--- src/rtl/core/lfec_pkg.sv ---
// ----------------------------------------------------------------------------
// lfec_pkg: shared types and constants for the edge-clamped line FIR
// Stage control bundle and fixed field widths used across the pipeline.
// ----------------------------------------------------------------------------
package lfec_pkg;

   localparam int OUT_BITS    = 32;
   localparam int WEIGHT_BITS = 16;

   // control that rides along with a result through the pipeline
   typedef struct packed {
      logic valid;
      logic done;
   } lfec_ctl_type;

endpackage

--- src/rtl/core/lfec_sat_out.sv ---
// ----------------------------------------------------------------------------
// lfec_sat_out: scale, saturate and result register
// Drops the weight fraction (floor), clamps to 32-bit signed and holds the beat.
// ----------------------------------------------------------------------------
module lfec_sat_out #(
   parameter int MAX_OFFSET  = 3,
   parameter int SAMPLE_BITS = 24,
   parameter int WEIGHT_FRAC = 12
) (
   input  logic                                 clock,
   input  logic                                 reset,
   input  lfec_pkg::lfec_ctl_type               sum_ctl,
   input  logic signed [SAMPLE_BITS+lfec_pkg::WEIGHT_BITS+$clog2(2*MAX_OFFSET+1)-1:0] sum,
   output logic                                 dn_ready,
   output logic                                 rsp_valid,
   input  logic                                 rsp_stall,
   output logic signed [lfec_pkg::OUT_BITS-1:0] rsp_filtered,
   output logic                                 rsp_line_done
);

   localparam int AW = SAMPLE_BITS + lfec_pkg::WEIGHT_BITS + $clog2(2 * MAX_OFFSET + 1);
   localparam int OB = lfec_pkg::OUT_BITS;
   localparam int EW = (AW > OB + 1) ? AW : OB + 1;

   logic signed [EW-1:0] ext;
   logic signed [EW-1:0] scaled;
   logic [EW-OB:0]       high_bits;
   logic [OB-1:0]        sat_val;
   logic                 out_valid_ff;
   logic                 out_done_ff;
   logic [OB-1:0]        out_data_ff;

   assign ext       = EW'(sum);
   assign scaled    = ext >>> WEIGHT_FRAC;
   assign high_bits = scaled[EW-1:OB-1];

   always_comb begin
      if ((&high_bits) || !(|high_bits)) begin
         sat_val = scaled[OB-1:0];
      end else if (scaled[EW-1]) begin
         sat_val = {1'b1, {(OB-1){1'b0}}};
      end else begin
         sat_val = {1'b0, {(OB-1){1'b1}}};
      end
   end

   assign dn_ready = !out_valid_ff || !rsp_stall;

   always_ff @(posedge clock) begin
      if (reset) begin
         out_valid_ff <= 1'b0;
      end else if (dn_ready) begin
         out_valid_ff <= sum_ctl.valid;
      end
   end

   always_ff @(posedge clock) begin
      if (dn_ready) begin
         out_done_ff <= sum_ctl.done;
         out_data_ff <= sat_val;
      end
   end

   assign rsp_valid     = out_valid_ff;
   assign rsp_line_done = out_done_ff;
   assign rsp_filtered  = out_data_ff;

endmodule

--- config.mk ---
export PLATFORM = sky130hd
export DESIGN_NAME = lfec_sat_out
export DESIGN_NICKNAME = d
export VERILOG_FILES = /design/src/rtl/core/lfec_pkg.sv /design/src/rtl/core/lfec_sat_out.sv
export SDC_FILE = /design/constraint.sdc
export NUM_CORES = 1
export LEC_CHECK = 0
export BUFFER_PORTS_ARGS = -buffer_cell sky130_fd_sc_hd__clkbuf_2
export CAP_MARGIN = 20
export CORE_MARGIN = 2
export CORE_UTILIZATION = 33
export DETAILED_ROUTE_END_ITERATION = 10
export PLACE_DENSITY = 0.72
export SLEW_MARGIN = 5
export SYNTH_ARGS = -nofsm -noshare
export SYNTH_HDL_FRONTEND = slang
export SYNTH_SLANG_ARGS = --single-unit
--- constraint.sdc ---
create_clock -name clock -period 1.5 [get_ports clock]
set_input_delay 0.15 -clock clock [delete_from_list [all_inputs] [get_ports clock]]
set_output_delay 0.15 -clock clock [all_outputs]
set_load 0.05 [all_outputs]
Yosys cells after proc, flatten, opt, wreduce, memory -nomap -nowiden:

Index checks and enable logic that the tools add are counted.

* bits in registers: 33
* input port bits: 48
* output and inout port bits: 35
* word-level logic and storage cells: 6

* reduce and logical (&&, ||, !) cells: 3

Operator list (count)
* zero test 1 bit: 2
* logical OR 1 bit: 1

Longest topological paths before layout:

* depth in word-level cells: 2
* mapped depth: 2
* mapped depth without buffers: 2

Worst setup path before layout:

No wires, ideal clock.

* kind: register to register
* start point: register out_valid_ff (netlist: rsp_valid)
* end point: register out_data_ff[0] (netlist: rsp_filtered[0]), enable pin
* library setup time: 0.582 ns
* arrival: 1.577 ns
* required time: 0.918 ns
* slack: -0.659 ns
* stages on the path, launching flop included: 2
* path buffers: 0
* period minus slack after synthesis: 2.159 ns
* path through: dfxtp_1 > nand2_1

* cells in the longest elaborated chain, start to end: 2

RTL lines
* start: declaration: line lfec_sat_out.sv:29 `logic out_valid_ff;`
* start signal: assignment: line lfec_sat_out.sv:53 `out_valid_ff <= sum_ctl.valid;`
* zero test 1 bit: line lfec_sat_out.sv:47 `assign dn_ready = !out_valid_ff || !rsp_stall;`
* logical OR 1 bit: line lfec_sat_out.sv:47
* named net dn_ready: line lfec_sat_out.sv:14 `output logic dn_ready,`
* end signal: assignment: line lfec_sat_out.sv:60 `out_data_ff <= sat_val;`
* end: declaration: line lfec_sat_out.sv:31 `logic [OB-1:0] out_data_ff;`

The timed path passes the listed nets, and every way through them passes these cells.
A chain may end at the register's enable or synchronous reset.

Worst setup path after layout:

* start point: register out_valid_ff (netlist: rsp_valid)
* end point: output dn_ready

* cells in the longest elaborated chain, start to end: 2

RTL lines (line)
* zero test 1 bit: lfec_sat_out.sv:47
* logical OR 1 bit: lfec_sat_out.sv:47
* end: declaration: lfec_sat_out.sv:14

Every way passes these cells.

==> run summary <==
The top-area cell type share of the netlist area is 0.960. The via density per instance came out at 4.21. Across the routed clock network, the largest skew measured is 0.0115 ns. In this run the worst hold path is classified as input pin to register. The number of nets in the synthesized netlist came out at 85.

The post-route worst hold slack is 0.0279 ns. The post-CTS resize count is 0. The final antenna-violating net count came out at 0. The max-capacitance violation count came out at 0. Of the available clock period, the critical path in the final layout requires 0.896.

For this run, design rule violations remaining after detail routing come to 0. The final layout net count is 195. The floorplan die width is 59.1 µm. The worst slack at placement is 0.472 ns. At the end of the flow the core is filled with cells to 0.642. The highest fanout seen on the critical path is 15. The gate count of the mapped netlist is 37.

The area of the mapped netlist came out at 0.00100 mm². The power per cell area is 1180 mW/mm². The number of antenna violations at the first check in global routing came out at 0. In this run the deepest clock path goes through 2 buffers. The die covers 0.00349 mm². At the end of routability-driven placement, the weighted congestion stood at 0.679.

The distinct cell type count after synthesis came out at 6. The slack of the worst reg-to-reg path is 0.46 ns. The summed negative setup slack over all endpoints came out at 0 ns. In this run the standard cell core region covers 0.00283 mm². The number of warnings printed during yosys synthesis came out at 0.

CTS built an H-tree with a depth of 2. Setup repair after global routing left no endpoint under its margin. The sort of element at the end of the critical path is an output port. After synthesis, the mean cell area works out to 27.1 µm².

Leaving out fill and tap cells, the most frequent cell in the layout is sky130_fd_sc_hd__clkbuf_2. The worst setup path is launched from a register. The die span in y came out at 59.1 µm. The critical path arrival is 1.19 ns. After synthesis, the cell types taking the most area are sky130_fd_sc_hd__edfxtp_1 96%, sky130_fd_sc_hd__dfxtp_1 2.0%, sky130_fd_sc_hd__buf_4 0.75%. The placed standard-cell area is 0.00141 mm².

The number of cell rows is 19. Of all cell types, the one taking the most synthesized area is sky130_fd_sc_hd__edfxtp_1. The maximum frequency from static timing analysis came out at 744 MHz. The first global-routing pass estimated 3.72 mm of wire. The CTS clock-pin slew for the worst setup and hold paths came out at 0.10 ns. The fraction of layout cells with a size suffix above 1 is 0.527. The number of synthesized register bits came out at 33. Setup violations remaining at the end of the flow were counted as 0. The number of diodes came out at 0. Clock tree synthesis selected as its root buffer the cell sky130_fd_sc_hd__clkbuf_4. Entering global routing, the biggest net connects 20 pins.

The average wire length per cell after detail routing is 12.8 µm. Across the VDD grid, the largest voltage drop is 0.838 mV. The flow ran to the end, and the final reports show no timing, DRC or antenna violations.

The final worst-path setup slack is 0.156 ns. The part of the Yosys area used for sequential elements is 0.980. The critical path is of the register to output port type. The number of port buffers is 70. The starting density of the core is 0.354. The number of hold violations in the final report was 0.

The required time reported for the critical path endpoint is 1.35 ns. After detailed routing, the total wire length is 2.30 mm. For this design, the sink count on the clock tree is 33. The number of buffers added by the clock tree synthesis step came out at 5.

The final instance area is 0.00182 mm². The worst slew margin relative to its limit came out at 0.805. The total count of max-transition violations in the final report came out at 0. The layout overhead on the synthesized area came out at 81.4%. In the global route stage, overall resource usage came out at 0.154. The library cells used most frequently in the layout, excluding fill and tap cells, are 70 x sky130_fd_sc_hd__clkbuf_2, 33 x sky130_fd_sc_hd__dlygate4sd3_1, 32 x sky130_fd_sc_hd__edfxtp_1.

The number of vias after detailed routing is 753. Pin placement for this block handled 83 I/O pins. The via count of the first global-routing pass is 816. The insertion delay to the later sink of the worst-skew pair came out at 0.32 ns.

The placed wire-length estimate after detailed placement is 1.36 mm. The slew at the pin with the worst max-slew slack came out at 0.294 ns. For the finished layout, the period the worst path requires is 1.34 ns. TritonCTS built the clock tree.

The static leakage came out at 0.830 nW. The first routing iteration left 10 violations. The overflow left after global routing is 0.

The detailed-routing iteration count for the pre-antenna-repair pass came out at 4.
[cell type report]
type / instances / area (µm²)
fillers: 193 / 1010
multi-input cells: 3 / 20.0
repair buffers: 104 / 701
well taps: 31 / 38.8
flip-flops and latches: 33 / 981
clock buffers: 6 / 41.3
clock inverters: 2 / 33.8
[worst paths after layout]
kind / startpoint / to / depth (start not counted)
hold / removal: sum_ctl[1] / rsp_valid / 3
setup / recovery: rsp_valid / dn_ready / 2
setup reg to reg: rsp_valid / rsp_filtered[16] / 2
hold reg to reg: rsp_valid / rsp_valid / 2
[per-layer routing]
layer,share of wire,global-route usage,wire length [µm]
met5,0,0,0
met4,0.012,0.0779,27
met3,0.12,0.0873,281
met2,0.47,0.230,1080
met1,0.40,0.177,913
[state kept, by name, summed over array words and instances (netlist names)]
name / flops
rsp_valid: 1
rsp_line_done: 1
rsp_filtered: 31
[repair_timing]
item                      4_1_cts  5_1_grt
setup buffers                   0        0
hold buffers                   33        0
hold endpoints to repair       33        0
[logic make-up (layout without fill, tap and decap cells)]
| logic type | Yosys count | count (layout) | synth area share |
|---|---|---|---|
| flip-flops | 33 | 33 | 0.980 |
| AND/OR/NAND/NOR | 2 | 2 | 0.00749 |
| AO/OA/AOI/OAI | 1 | 1 | 0.00500 |
| buffers and inverters | 1 | 112 | 0.00750 |
[power breakdown]
group | switching (W) | internal, W | leakage [nW] | total [W]
clock network | 0.000274 | 0.000347 | 0.0399 | 0.000621
registers | 0.0000189 | 0.00108 | 0.340 | 0.00110
logic | 0.000293 | 0.000133 | 0.450 | 0.000426
[worst max-delay path: stages, from the launching register on]
cell and delay [ns]:
sky130_fd_sc_hd__dfxtp_1 0.35, sky130_fd_sc_hd__nand2_4 0.19, sky130_fd_sc_hd__clkbuf_2 0.32
[Yosys cell counts]
cell type,count
sky130_fd_sc_hd__nand2_1,1
sky130_fd_sc_hd__buf_4,1
sky130_fd_sc_hd__dfxtp_1,1
sky130_fd_sc_hd__edfxtp_1,32
sky130_fd_sc_hd__a21oi_1,1
sky130_fd_sc_hd__nor2_1,1
[stage by stage]
stage	total power (W)	instances
3_5_place_dp	0.00148	138
5_1_grt	0.00224	179
4_1_cts	0.00217	179
3_3_place_gp	0.00147	138
2_1_floorplan	0.00137	37
6_report	0.00215	179
Power figures use the tool's default switching activity.
